--- src/hdl/assert_macros.svh ---
// Assertion macros used by the allocator top file.
`ifndef ASSERT_MACROS_SVH
`define ASSERT_MACROS_SVH
// Implication checked at every rising clock edge outside reset.
`define ASSERT_IMPL(label, clk, rst, pre, post) \
  label: assert property (@(posedge clk) disable iff (rst) (pre) |-> (post)) \
    else $error("assertion failed");
// Next-cycle implication checked outside reset.
`define ASSERT_NEXT(label, clk, rst, pre, post) \
  label: assert property (@(posedge clk) disable iff (rst) (pre) |=> (post)) \
    else $error("assertion failed");
`endif

--- src/hdl/bba_pkg.sv ---
// Package with constants and types of the buddy block allocator.
package bba_pkg;
  localparam int TREE_LEVELS_DEF  = 8;
  localparam int MEMORY_BYTES_DEF = 65536;
  localparam logic [6:0] HEADER_RESET = 7'd8;

  localparam logic OP_ALLOC = 1'b0;
  localparam logic OP_FREE  = 1'b1;

  localparam logic [1:0] ST_OK    = 2'd0;
  localparam logic [1:0] ST_FULL  = 2'd1;
  localparam logic [1:0] ST_LARGE = 2'd2;

  typedef enum logic [3:0] {
    S_CLEAR, S_IDLE, S_SCAN, S_SCAN_WAIT, S_ANC, S_SUB,
    S_FSUB, S_FBUD, S_FBUD_WAIT, S_FUP, S_FUP_WAIT, S_DONE
  } state_t;

  // Memory access request from the sequencer.
  typedef struct packed {
    logic       rd;
    logic       wr;
    logic       wdata;
    logic [15:0] addr;
  } mem_req_t;
endpackage

--- src/hdl/bba_if.sv ---
// Valid/ready stream interfaces for requests and results.
interface bba_req_if;
  logic        valid;
  logic        ready;
  logic        operation;
  logic [16:0] request_bytes;
  logic [7:0]  free_index;
  modport source (output valid, operation, request_bytes, free_index, input ready);
  modport sink (input valid, operation, request_bytes, free_index, output ready);
endinterface

interface bba_rsp_if;
  logic        valid;
  logic        ready;
  logic [1:0]  status;
  logic [7:0]  node_index;
  logic [15:0] block_start;
  logic [16:0] block_bytes;
  modport source (output valid, status, node_index, block_start, block_bytes, input ready);
  modport sink (input valid, status, node_index, block_start, block_bytes, output ready);
endinterface

--- src/hdl/buddy_block_allocator_unit.sv ---
// An allocate scans one tree level for a clear node, marks its ancestors, then marks its
// subtree; a free clears the subtree, then climbs, clearing each parent while the buddy is clear.
// Throughput: one item at a time, set by the single-port mark memory.
// Reset clears control and starts a clearing pass over every node of the mark memory;
// no item is accepted until it ends.
module buddy_block_allocator_unit #(
  parameter int TREE_LEVELS  = bba_pkg::TREE_LEVELS_DEF,
  parameter int MEMORY_BYTES = bba_pkg::MEMORY_BYTES_DEF
) (
  input logic       clk,
  input logic       rst,
  input logic       cfg_we,
  input logic [6:0] cfg_wdata,
  bba_req_if.sink   req,
  bba_rsp_if.source rsp
);
  import bba_pkg::*;
  `include "assert_macros.svh"

  logic [6:0] header_bytes;
  mem_req_t   mem;
  logic       mem_rdata, busy;

  // Header size register.
  always_ff @(posedge clk) begin
    if (rst) header_bytes <= HEADER_RESET;
    else if (cfg_we) header_bytes <= cfg_wdata;
  end

  bba_seq #(.TREE_LEVELS(TREE_LEVELS), .MEMORY_BYTES(MEMORY_BYTES)) u_seq (
    .clk, .rst, .header_bytes, .req, .rsp, .mem, .mem_rdata, .busy
  );

  bba_mark_mem #(.TREE_LEVELS(TREE_LEVELS)) u_mem (.clk, .req(mem), .rdata(mem_rdata));

  // Checks on the sequencer.
  `ASSERT_IMPL(a_no_rdwr, clk, rst, mem.rd, !mem.wr)
  `ASSERT_IMPL(a_ready_idle, clk, rst, req.ready, !rsp.valid)
  `ASSERT_NEXT(a_accept_busy, clk, rst, req.valid && req.ready, busy)
endmodule

--- src/hdl/bba_mark_mem.sv ---
// Mark bit memory: one shared address for write and read, registered read data.
module bba_mark_mem #(
  parameter int TREE_LEVELS = 8
) (
  input  logic              clk,
  input  bba_pkg::mem_req_t req,
  output logic              rdata
);
  import bba_pkg::*;
  localparam int NODES = 1 << TREE_LEVELS;
  logic marks [NODES];

  // Synchronous write and registered read.
  always_ff @(posedge clk) begin
    if (req.wr) marks[req.addr[TREE_LEVELS-1:0]] <= req.wdata;
    if (req.rd) rdata <= marks[req.addr[TREE_LEVELS-1:0]];
  end
endmodule

--- src/hdl/bba_seq.sv ---
// Sequencer that walks the mark memory for allocate and free items.
module bba_seq #(
  parameter int TREE_LEVELS  = 8,
  parameter int MEMORY_BYTES = 65536
) (
  input  logic              clk,
  input  logic              rst,
  input  logic [6:0]        header_bytes,
  bba_req_if.sink           req,
  bba_rsp_if.source         rsp,
  output bba_pkg::mem_req_t mem,
  input  logic              mem_rdata,
  output logic              busy
);
  import bba_pkg::*;
  localparam int NODES = 1 << TREE_LEVELS;
  localparam int AW = TREE_LEVELS + 1;
  localparam int LW = $clog2(TREE_LEVELS);
  localparam int MBW = $clog2(MEMORY_BYTES) + 1;

  state_t state, state_next;
  logic [AW-1:0] ptr, ptr_next, node, node_next;
  logic [AW-1:0] row_first, row_first_next, row_cnt, row_cnt_next, row_j, row_j_next;
  logic [LW-1:0] level, level_next;
  logic [1:0]  o_status, o_status_next;
  logic [7:0]  o_node, o_node_next;
  logic [15:0] o_start, o_start_next;
  logic [16:0] o_bytes, o_bytes_next;
  logic        o_valid, o_valid_next;

  logic [17:0] total;
  logic [LW-1:0] lvl_pick;
  logic [MBW-1:0] blk;
  logic [MBW+AW-1:0] start_w;

  assign total = {1'b0, req.request_bytes} + 18'(header_bytes);

  // Deepest level whose block still holds the request.
  always_comb begin
    lvl_pick = '0;
    for (int l = 1; l < TREE_LEVELS; l++) begin
      if ((64'(MEMORY_BYTES) >> l) >= 64'(total)) lvl_pick = LW'(l);
    end
  end

  assign blk = MBW'(MBW'(MEMORY_BYTES) >> level);
  assign start_w = (MBW+AW)'(blk) * (MBW+AW)'(node - (AW'(1) << level));

  assign req.ready = (state == S_IDLE) && !o_valid;
  assign rsp.valid = o_valid;
  assign rsp.status = o_status;
  assign rsp.node_index = o_node;
  assign rsp.block_start = o_start;
  assign rsp.block_bytes = o_bytes;
  assign busy = (state != S_IDLE) || o_valid;

  // State and working registers.
  always_ff @(posedge clk) begin
    if (rst) begin
      state <= S_CLEAR;
      ptr <= '0;
      o_valid <= 1'b0;
    end else begin
      state <= state_next;
      ptr <= ptr_next;
      o_valid <= o_valid_next;
    end
    node <= node_next; row_first <= row_first_next; row_cnt <= row_cnt_next;
    row_j <= row_j_next; level <= level_next;
    o_status <= o_status_next; o_node <= o_node_next;
    o_start <= o_start_next; o_bytes <= o_bytes_next;
  end

  // Next state and memory requests.
  always_comb begin
    state_next = state; ptr_next = ptr; node_next = node;
    row_first_next = row_first; row_cnt_next = row_cnt; row_j_next = row_j;
    level_next = level; o_status_next = o_status; o_node_next = o_node;
    o_start_next = o_start; o_bytes_next = o_bytes;
    o_valid_next = o_valid && !rsp.ready;
    mem = '0;
    unique case (state)
      S_CLEAR: begin
        mem.wr = 1'b1; mem.addr = 16'(ptr);
        ptr_next = ptr + AW'(1);
        if (ptr == AW'(NODES - 1)) state_next = S_IDLE;
      end
      S_IDLE: begin
        if (req.valid && req.ready) begin
          o_status_next = ST_OK; o_node_next = '0; o_start_next = '0; o_bytes_next = '0;
          if (req.operation == OP_FREE) begin
            o_node_next = req.free_index;
            node_next = AW'(req.free_index);
            if (req.free_index == 8'd0 || int'(req.free_index) >= NODES) begin
              state_next = S_DONE;
            end else begin
              row_first_next = AW'(req.free_index); row_cnt_next = AW'(1);
              row_j_next = '0; state_next = S_FSUB;
            end
          end else if (total > 18'(MEMORY_BYTES)) begin
            o_status_next = ST_LARGE; state_next = S_DONE;
          end else begin
            level_next = lvl_pick;
            ptr_next = AW'(1) << lvl_pick;
            state_next = S_SCAN;
          end
        end
      end
      S_SCAN: begin
        mem.rd = 1'b1; mem.addr = 16'(ptr); state_next = S_SCAN_WAIT;
      end
      S_SCAN_WAIT: begin
        if (!mem_rdata) begin
          node_next = ptr; row_first_next = ptr; row_cnt_next = AW'(1);
          row_j_next = '0; ptr_next = ptr >> 1; state_next = S_ANC;
        end else if (ptr == (AW'(2) << level) - AW'(1)) begin
          o_status_next = ST_FULL; state_next = S_DONE;
        end else begin
          ptr_next = ptr + AW'(1); state_next = S_SCAN;
        end
      end
      S_ANC: begin
        if (ptr == '0) state_next = S_SUB;
        else begin
          mem.wr = 1'b1; mem.wdata = 1'b1; mem.addr = 16'(ptr); ptr_next = ptr >> 1;
        end
      end
      S_SUB, S_FSUB: begin
        if (row_first >= AW'(NODES)) begin
          if (state == S_SUB) begin
            o_node_next = 8'(node);
            o_start_next = 16'(start_w);
            o_bytes_next = 17'(blk);
            state_next = S_DONE;
          end else state_next = S_FBUD;
        end else begin
          mem.wr = 1'b1; mem.wdata = (state == S_SUB);
          mem.addr = 16'(row_first + row_j);
          if (row_j == row_cnt - AW'(1)) begin
            row_j_next = '0; row_first_next = row_first << 1; row_cnt_next = row_cnt << 1;
          end else row_j_next = row_j + AW'(1);
        end
      end
      S_FBUD, S_FUP: begin
        mem.rd = 1'b1; mem.addr = 16'(node ^ AW'(1));
        state_next = (state == S_FBUD) ? S_FBUD_WAIT : S_FUP_WAIT;
      end
      S_FBUD_WAIT, S_FUP_WAIT: begin
        if (state == S_FUP_WAIT && mem_rdata) state_next = S_DONE;
        else if (state == S_FBUD_WAIT && mem_rdata) state_next = S_DONE;
        else if ((node >> 1) == '0) state_next = S_DONE;
        else begin
          mem.wr = 1'b1; mem.addr = 16'(node >> 1);
          node_next = node >> 1; state_next = S_FUP;
        end
      end
      S_DONE: begin
        o_valid_next = 1'b1; state_next = S_IDLE;
      end
      default: state_next = S_IDLE;
    endcase
  end
endmodule

--- src/flat_wrapper.sv ---
// flat-port wrapper written by rule: the top's interface ports become plain ports
module buddy_block_allocator_unit_flat import bba_pkg::*;
#(
  parameter int TREE_LEVELS  = bba_pkg::TREE_LEVELS_DEF,
  parameter int MEMORY_BYTES = bba_pkg::MEMORY_BYTES_DEF
)
  (clk, rst, cfg_we, cfg_wdata, req_valid, req_operation, req_request_bytes, req_free_index, req_ready, rsp_valid, rsp_status, rsp_node_index, rsp_block_start, rsp_block_bytes, rsp_ready);
  bba_req_if req_i ();
  bba_rsp_if rsp_i ();
  input logic clk;
  input logic rst;
  input logic cfg_we;
  input logic [6:0] cfg_wdata;
  input wire logic [$bits(req_i.valid)-1:0] req_valid;
  input wire logic [$bits(req_i.operation)-1:0] req_operation;
  input wire logic [$bits(req_i.request_bytes)-1:0] req_request_bytes;
  input wire logic [$bits(req_i.free_index)-1:0] req_free_index;
  output wire logic [$bits(req_i.ready)-1:0] req_ready;
  output wire logic [$bits(rsp_i.valid)-1:0] rsp_valid;
  output wire logic [$bits(rsp_i.status)-1:0] rsp_status;
  output wire logic [$bits(rsp_i.node_index)-1:0] rsp_node_index;
  output wire logic [$bits(rsp_i.block_start)-1:0] rsp_block_start;
  output wire logic [$bits(rsp_i.block_bytes)-1:0] rsp_block_bytes;
  input wire logic [$bits(rsp_i.ready)-1:0] rsp_ready;
  assign req_i.valid = req_valid;
  assign req_i.operation = req_operation;
  assign req_i.request_bytes = req_request_bytes;
  assign req_i.free_index = req_free_index;
  assign req_ready = req_i.ready;
  assign rsp_valid = rsp_i.valid;
  assign rsp_status = rsp_i.status;
  assign rsp_node_index = rsp_i.node_index;
  assign rsp_block_start = rsp_i.block_start;
  assign rsp_block_bytes = rsp_i.block_bytes;
  assign rsp_i.ready = rsp_ready;
  buddy_block_allocator_unit #(.TREE_LEVELS(TREE_LEVELS), .MEMORY_BYTES(MEMORY_BYTES)) u_core (.clk(clk), .rst(rst), .cfg_we(cfg_we), .cfg_wdata(cfg_wdata), .req(req_i), .rsp(rsp_i));
endmodule
--- config.mk ---
export PLATFORM = sky130hd
export DESIGN_NAME = buddy_block_allocator_unit_flat
export DESIGN_NICKNAME = d
export VERILOG_FILES = /design/src/hdl/bba_pkg.sv /design/src/hdl/bba_if.sv /design/src/hdl/buddy_block_allocator_unit.sv /design/src/hdl/bba_mark_mem.sv /design/src/hdl/bba_seq.sv /design/src/flat_wrapper.sv
export VERILOG_INCLUDE_DIRS = /design/src /design/src/hdl
export SDC_FILE = /design/constraint.sdc
export NUM_CORES = 1
export LEC_CHECK = 0
export BUFFER_PORTS_ARGS = -buffer_cell sky130_fd_sc_hd__buf_4
export CAP_MARGIN = 20
export CELL_PAD_IN_SITES_DETAIL_PLACEMENT = 1
export CELL_PAD_IN_SITES_GLOBAL_PLACEMENT = 1
export CORE_AREA = 2 2 192 194
export DETAILED_ROUTE_END_ITERATION = 8
export DIE_AREA = 0 0 194 196
export PLACE_DENSITY_LB_ADDON = 0.12
export SYNTH_ARGS = -nofsm -noshare
export SYNTH_HDL_FRONTEND = slang
export SYNTH_SLANG_ARGS = --single-unit
--- constraint.sdc ---
create_clock -name clk -period 12.3 [get_ports clk]
set_clock_uncertainty 0.05 [all_clocks]
set_input_delay 2.46 -clock clk [delete_from_list [all_inputs] [get_ports clk]]
set_output_delay 2.46 -clock clk [all_outputs]
set_load 0.02 [all_outputs]
; Word level (Yosys, flattened, before mapping)
; Memories as Yosys holds them, arrays and structs flattened. A register that Yosys moved wholly into a read port is not among the register bits.
; Index checks and enable logic that the tools add are counted.
[classes]
magnitude_cmp = 9
add_sub_neg = 7
shift = 4
n_eq_ne = 33
mul = 1
n_bitwise = 3
muxes = 90
reduce_logical = 29
[ops]
columns = operator, n
row1 = $mux 9, 29
row2 = $pmux 9 s3, 4
row3 = $mux 8, 7
row4 = $mux 17, 3
row5 = $mux 16, 3
row6 = $mux 4, 10
row7 = $pmux 8 s5, 1
row8 = $mux 18, 2
row9 = $pmux 9 s4, 1
row10 = $ne 2x2->1 const B, 17
row11 = $pmux 17 s2, 1
row12 = $pmux 16 s2, 1
row13 = $pmux 4 s8, 1
row14 = $mul 17x26->16, 1
row15 = $shl 1x3->26 const A, 1
row16 = $sub 9x26->26, 1
row17 = $mux 2, 11
row18 = $add 17x7->18, 1
row19 = $add 9x1->9 const B, 2
row20 = $eq 9x9->1, 2
row21 = $ge 10x18->1 const A, 1
row22 = $ge 11x18->1 const A, 1
row23 = $ge 12x18->1 const A, 1
row24 = $ge 13x18->1 const A, 1
row25 = 37 further kinds, 73
[word_totals]
regBits = 103
memories = 1
ram_bits = 256
[mem_list]
columns = memory, depth, word_bits, rd, rd_clocked_by_memory_dff, write_ports, line
row1 = u_core.u_mem.marks, 256, 1, 1, 1, 1, bba_mark_mem.sv:11  ; logic marks [NODES];

; Logic depth before layout (Yosys ltp)
; Gate-level depths: netlist of run 1.
[depth]
ltp_word = 14
depth_mapped = 26

; Hierarchy
; A second synthesis of run 1 with hierarchy kept.
[unflattened]
hier_cells = 1534
area_unflattened_um2 = 18073.6
[by_module_without_submodules]
columns = mod, n_inst, area_each_um2, cells_per_inst
row1 = bba_mark_mem, 1, 11016.8, 748
row2 = bba_seq, 1, 6805.3, 764
row3 = buddy_block_allocator_unit, 1, 251.5, 22

; Worst setup path after synthesis of run 1
; OpenSTA, ideal clock, no wires.
[synth_path]
kind = input to register
startpoint = in req_request_bytes[0]
endpoint = reg u_core.u_seq.level[0] (enable)
required_ns = 11.879
t_arrival_ns = 5.922
path_stages = 12
slack_ns = 5.957
setup_ns = 0.371
cell_sequence = ha_1 > fa_1 > a21o_1 > a21o_1 > and4_4 > a2111o_1 > or3_4 > or4b_1 > buf_2 > o22a_2 > or3_1 > nor4_1
[synth_via]
elab_chain_len = 4
[synth_lines]
columns = element, line
row1 = from (decl), flat_wrapper.sv:16  ; input wire logic [$bits(req_i.request_bytes)-1:0] req_request_bytes;
row2 = $add 17x7->18, bba_seq.sv:36  ; assign total = {1'b0, req.request_bytes} + 18'(header_bytes);
row3 = $gt 18x17->1, bba_seq.sv:100  ; end else if (total > 18'(MEMORY_BYTES)) begin
row4 = $not 1->1 (no line), n/a
row5 = $reduce_and 4->1 (no line), n/a
row6 = to (signal assigned), bba_seq.sv:69  ; row_j <= row_j_next; level <= level_next;
row7 = to (decl), bba_seq.sv:24  ; logic [LW-1:0] level, level_next;
; No other way between the ends.
; A chain may end at the register's enable or synchronous reset.

; Worst setup path in the final report of run 1
[layout_path]
startpoint = reg u_core.u_seq.level[2]
endpoint = reg u_core.u_seq.o_start[15] (netlist: u_core.u_seq.rsp.block_start[15]), data pin
[layout_via]
elab_chain_len = 6
word_cells_on_any_way = 7
[layout_lines]
columns = element, line
row1 = $shl 1x3->26, bba_seq.sv:47  ; assign start_w = (MBW+AW)'(blk) * (MBW+AW)'(node - (AW'(1) << level));
row2 = $sub 9x26->26, bba_seq.sv:47
row3 = $mul 17x26->16 *, bba_seq.sv:47
row4 = $mux 16 *, bba_seq.sv:130  ; if (state == S_SUB) begin
row5 = $mux 16 *, bba_seq.sv:129  ; if (row_first >= AW'(NODES)) begin
row6 = $pmux 16 s2 *, bba_seq.sv:82  ; unique case (state)
row7 = to (signal assigned), bba_seq.sv:71  ; o_start <= o_start_next; o_bytes <= o_bytes_next;
row8 = to (decl), bba_seq.sv:27  ; logic [15:0] o_start, o_start_next;
; Every way passes the cells marked *; elsewhere a longest branch is shown, timed or not. The select of a mux whose other input is x is not followed.

==> results_dict.tcl, run 1 <==
set metrics [dict create \
    cts_tree "built" \
    yosysUniqueCellTypes 93 \
    critPathKind "reg -> reg" \
    cts_buffer_depth 3 \
    tns_ps 0 \
    ys_top_cells_by_count "nor2_1 (346), edfxtp_1 (321), nand2_1 (84)" \
    n_antenna_cell 0 \
    clock_sinks 342 \
    clock_latency_ps 550 \
    die_x_um 194 \
    synth_edf_count 321 \
    drtAntennaViolNets 0 \
    initial_core_util_pct 49.2 \
    synth_compound_gate_area_share_pct 15.6 \
    h-tree-depth 2 \
    num_rows 70 \
    cp.arrival_ps 6670 \
    p_leak_uw 0.00701 \
    ir_drop_mv 0.116 \
    period_share_pct 52.4 \
    max_slew_margin_pct 19.7 \
    grt_max_degree 97 \
    fin_cells 2139 \
    synthAdderAreaFrac_pct 4.11 \
    firstDrtPassIters 5 \
    yosysTopAreaCellShare_pct 54.2 \
    period_needed_ps 6440 \
    crit_path_start_kind "flop" \
    yosys_most_used_dff "edfxtp_1" \
    hold_class "reg -> reg" \
    hpwl_mm 31.9 \
    synth.largest_area_cell "edfxtp_1" \
    hold_ws_ps 496 \
    synth_area_leaders "edfxtp_1 (54%), nor2_1 (7.3%), ha_1 (3.1%), a221oi_1 (2.7%), a22o_1 (2.4%)" \
    clkSlewWorstSetupHoldPaths_ps 60 \
    timing.final.max_slew_violations 0 \
    async_reset_ff_share_pct 0 \
    cts_resized 0 \
    syn_area_um2 17800 \
    seq_area_frac_synth_pct 56.6 \
    status "complete, no violations" \
    wirelength_mm 52.3 \
    critPathCaptureType "flop" \
    fmax_ghz 0.155 \
    power.density_nw_per_um2 165 \
    setup_violations 0 \
    vias 13500 \
    drc 0 \
    cp.required_ps 12530 \
    core_um2 36100 \
    grt_usage_pct 27.5 \
    yosysWarnings 0 \
    via_per_inst 6.31 \
    synth_top_family_by_area "simple AND/OR/NAND/NOR gates" \
    synth_area_per_cell_um2 10.9 \
    drive_gt1_share_pct 11.0 \
    cts_root_buf "clkbuf_16" \
    tightestPinTransition_ps 1200 \
    antenna_found_initial 1 \
    grt_pass1_vias 13900 \
    cts_buffers 38 \
    rsz0062_at_grt "false" \
    synthCells 1628 \
    dpl.cell_count 2069 \
    synth_xor_area_share_pct 2.42 \
    grt_pass1_wl_mm 81.1 \
    synth_simple_gate_area_share_pct 16.1 \
    final_util_pct 54.7 \
    fp.dieH_um 196 \
    dieArea_um2 38000 \
    hold_buffers 0 \
    nets 1733 \
    grt_overflow 0 \
    port_buffers 64 \
    yosysMostFrequentCell "nor2_1" \
    post-cts-setup-buffers 0 \
    muxShareOfSynthArea_pct 0.683 \
    syn_to_final_growth_pct 11.1 \
    gp_congestion 0.832 \
    wl_per_cell_um 24.5 \
    drv_cap 0 \
    ys_ff_latch 342 \
    crit_fanout 11 \
    ios 83 \
    hold_viol_final 0 \
    drt_iter0_markers 1243 \
]
## through the flow
stage	setup slack [ps]	cell area (um^2)	power [uW]
3_3_place_gp	5540	18500	2130
3_5_place_dp	5400	18500	2140
6_report	5860	19700	3260
2_1_floorplan	5960	17800	1850
4_1_cts	5870	19700	3270
5_1_grt	5490	19700	3380
## kinds of logic after synthesis
logic type	after synthesis
xor+xnor	49
flops	342
buf+inv	175
simple gates	622
other cells	1
mux	12
compound gates	374
fa+ha+maj	53
## report_power, final
part | switching, uW | internal (uW)
clock network | 471 | 661
registers | 47.2 | 1300
logic | 548 | 238
## flip-flops by register name, indices dropped and copies added, names as in the netlist
register and flops:
u_core.u_seq.ptr 9, u_core.u_seq.rsp.block_start 7, u_core.u_seq.row_cnt 9, u_core.u_seq.node 9, u_core.u_seq.rsp.node_index 8, u_core.u_seq.rsp.valid 1, u_core.header_bytes 7, u_core.u_seq.row_first 9
u_core.u_mem.rdata 1, u_core.u_seq.rsp.block_bytes 8, u_core.u_seq.state 4, u_core.u_seq.row_j 9, u_core.u_seq.level 3, u_core.u_seq.rsp.status 2, u_core.u_mem.marks 256
## critical path, stage by stage, from the launching register on
cell	delay (ps)
edfxtp_1	540
nor3_1	390
ha_1	230
inv_1	70
fa_1	400
a21o_1	170
a21oi_1	230
xnor2_1	210
nor2_1	90
fa_1	440
ha_1	320
fa_1	530
inv_1	50
fa_1	530
inv_1	40
ha_1	290
ha_1	300
ha_1	210
xor2_1	150
xnor2_1	190
xnor2_1	100
xnor2_1	250
xnor2_1	170
xnor2_1	150
nor2_1	60
## worst paths after layout
path	startpoint	to	slack, ps	depth (start not counted)
worst max-delay path	u_core.u_seq.level[2]	u_core.u_seq.rsp.block_start[15]	5860	24
worst min-delay path	u_core.header_bytes[4]	u_core.header_bytes[4]	500	2
worst max register to register	u_core.u_seq.level[2]	u_core.u_seq.rsp.block_start[15]	5860	24
worst min register to register	u_core.header_bytes[4]	u_core.header_bytes[4]	500	2
## routing by layer
layer / track usage [%] / part of all wire (%) / vias up
li1: - / - / 6074
met1: 37.7 / 44 / 6872
met2: 45.0 / 48 / 452
met3: 4.42 / 5.7 / 97
met4: 8.61 / 2.6 / 2
met5: 0 / 0.032 / -
## layout by cell type, fill, tap and decap left out, types with 40 or more instances in the layout
| cell | count |
|---|---|
| a21oi_1 | 56 |
| nand2_1 | 84 |
| nor2_1 | 346 |
| buf_4 | 86 |
| a22o_1 | 49 |
| edfxtp_1 | 321 |
| a221oi_1 | 52 |
| inv_1 | 42 |
| ha_1 | 44 |
| clkbuf_16 | 40 |
## final cells by class
| cell class | instances | area (um^2) |
|---|---|---|
| Fill cell | 3798 | 16300 |
| Sequential cell | 342 | 10100 |
| Multi-Input combinational cell | 1128 | 7050 |
| Clock buffer | 49 | 1030 |
| Timing Repair Buffer | 86 | 646 |
| Tap cell | 468 | 586 |
| Clock inverter | 20 | 194 |
| Inverter | 46 | 178 |
No activity file was read; power rests on OpenSTA's default activity.
==> run 2, diff against run 1 <==
==> constraint.sdc (replaced) <==
create_clock -name clk -period 6.6 [get_ports clk]
set_clock_uncertainty 0.05 [all_clocks]
set_input_delay 1.32 -clock clk [delete_from_list [all_inputs] [get_ports clk]]
set_output_delay 1.32 -clock clk [all_outputs]
set_load 0.02 [all_outputs]
==> results_dict.tcl, run 2 (synthesis gave the netlist of run 1 again) <==
set metrics [dict create \
    p_leak_uw 0.00706 \
    setup_violations 0 \
    layout_common_cells "nor2_1 (346), edfxtp_1 (321), buf_4 (90)" \
    vias 13500 \
    port_buffers 64 \
    hold_buffers 0 \
    design_area_um2 19800 \
    fmax_ghz 0.160 \
    cp.arrival_ps 6470 \
    hpwl_mm 32.8 \
    final_common_cell "nor2_1" \
    r2r-start "u_core.u_seq.level[2]" \
    regToRegEndpoint "u_core.u_seq.rsp.block_start[15]" \
    nets 1742 \
    clkSlewWorstSetupHoldPaths_ps 60 \
    wirelength_mm 52.3 \
    clock_sinks 342 \
    initial_core_util_pct 49.2 \
    period_needed_ps 6250 \
    ir_drop_mv 0.232 \
    grt_overflow 0 \
    status "complete, no violations" \
    crit_path_start_kind "flop" \
    tightestPinTransition_ps 1160 \
    firstDrtPassIters 7 \
    cts_root_buf "clkbuf_16" \
    die_x_um 194 \
    hold_class "reg -> reg" \
    ios 83 \
    gp_congestion 0.823 \
    period_share_pct 94.6 \
    h-tree-depth 2 \
    cts_buffer_depth 3 \
    antenna_found_initial 0 \
    max_slew_margin_pct 22.7 \
    grt_max_degree 101 \
    fp.dieH_um 196 \
    n_antenna_cell 0 \
    power.density_nw_per_um2 306 \
    grt_pass1_wl_mm 80.8 \
    critPathCaptureType "flop" \
    place_ws_ps 289 \
    reg2reg_depth 24 \
    cts_tree "built" \
    min_to "u_core.header_bytes[4]" \
    drtAntennaViolNets 0 \
    hold_depth 2 \
    syn_to_final_growth_pct 11.7 \
    num_rows 70 \
    min_from "u_core.header_bytes[4]" \
    drc 0 \
    grt_usage_pct 27.4 \
    crit_fanout 11 \
    critPathKind "reg -> reg" \
    core_um2 36100 \
    cts_buffers 39 \
    via_per_inst 6.27 \
    drt_iter0_markers 1136 \
    dpl-instance-area_um2 18600 \
    clock_latency_ps 540 \
    hold_viol_final 0 \
    timing.final.max_slew_violations 0 \
    wl_per_cell_um 24.3 \
    ff2ff_setup_slack_ps 350 \
    dieArea_um2 38000 \
    largest_reg_flops 256 \
    grt_pass1_vias 13900 \
    hold_ws_ps 460 \
    drive_gt1_share_pct 11.7 \
    rsz0062_at_grt "false" \
    tns_ps 0 \
    fillCellCount 3832 \
    setup_ws_ps 354 \
    drv_cap 0 \
    cp.required_ps 6820 \
]
## run 2: area by class of cell
class / instances / area (um^2) / area share [%]
multi-input combinational: 1128 / 7050 / 35.5
clock buffer: 46 / 1000 / 5.05
inverter: 46 / 178 / 0.895
tap: 468 / 586 / 2.95
sequential: 342 / 10100 / 50.7
clock inverter: 25 / 204 / 1.03
timing repair buffer: 94 / 763 / 3.85
## run 2: stage by stage
step / power (uW) / util, % / std cells
2_1_floorplan: 3450 / - / 1645
3_3_place_gp: 3990 / 51.6 / 2077
3_5_place_dp: 4020 / 51.6 / 2077
4_1_cts: 6080 / 54.9 / 2148
5_1_grt: 6290 / 55.0 / 2149
6_report: 6070 / 55.0 / 2149
## run 2: critical path, stage by stage, from the launching register on
cell and delay [ps]:
edfxtp_1 540, nor3_2 260, ha_1 170, inv_1 60
fa_1 410, a21o_1 180, a21oi_1 230, xnor2_1 200
nor2_1 90, fa_1 440, ha_1 310, fa_1 540
inv_1 60, fa_1 540, inv_1 40, ha_1 290
ha_1 300, ha_1 220, xor2_1 160, xnor2_1 210
xnor2_1 160, xnor2_1 150, xnor2_1 150, xnor2_1 140
nor2_1 50
## run 2: routing by layer
metal,global-route usage (%),share of wire (%),routed length [um],vias to the layer above
met5,0,0,0,-
met4,8.73,2.7,1390,0
met2,45.6,48,25100,450
met3,3.70,6.5,3410,102
met1,37.3,43,22400,6823
li1,-,-,-,6090
## run 2: timing repair
item / in CTS / in global routing
gates resized for setup: 0 / 1
setup buffers: 0 / 0
endpoints found under the hold margin: 0 / 0
setup endpoints to repair: 0 / 1
## run 2: worst max path at each step
| stage | from | endpoint | slack [ps] | depth (start not counted) |
|---|---|---|---|---|
| global route | u_core.u_seq.level[2] | u_core.u_seq.rsp.block_start[15] | 20 | 24 |
| detailed placement | u_core.u_seq.level[2] | u_core.u_seq.rsp.block_start[15] | 290 | 24 |
| floorplan | u_core.u_seq.level[2] | u_core.u_seq.rsp.block_start[15] | 670 | 25 |
| global placement | u_core.u_seq.level[2] | u_core.u_seq.rsp.block_start[15] | 500 | 24 |
| finish | u_core.u_seq.level[2] | u_core.u_seq.rsp.block_start[15] | 350 | 24 |
| CTS | u_core.u_seq.level[2] | u_core.u_seq.rsp.block_start[15] | 270 | 24 |
## run 2: power by group
part	switching, uW	internal (uW)	leakage [uW]
clock network	897	1180	0.000585
registers	83.4	2420	0.00336
logic	1020	475	0.00311
total	2000	4070	0.00706
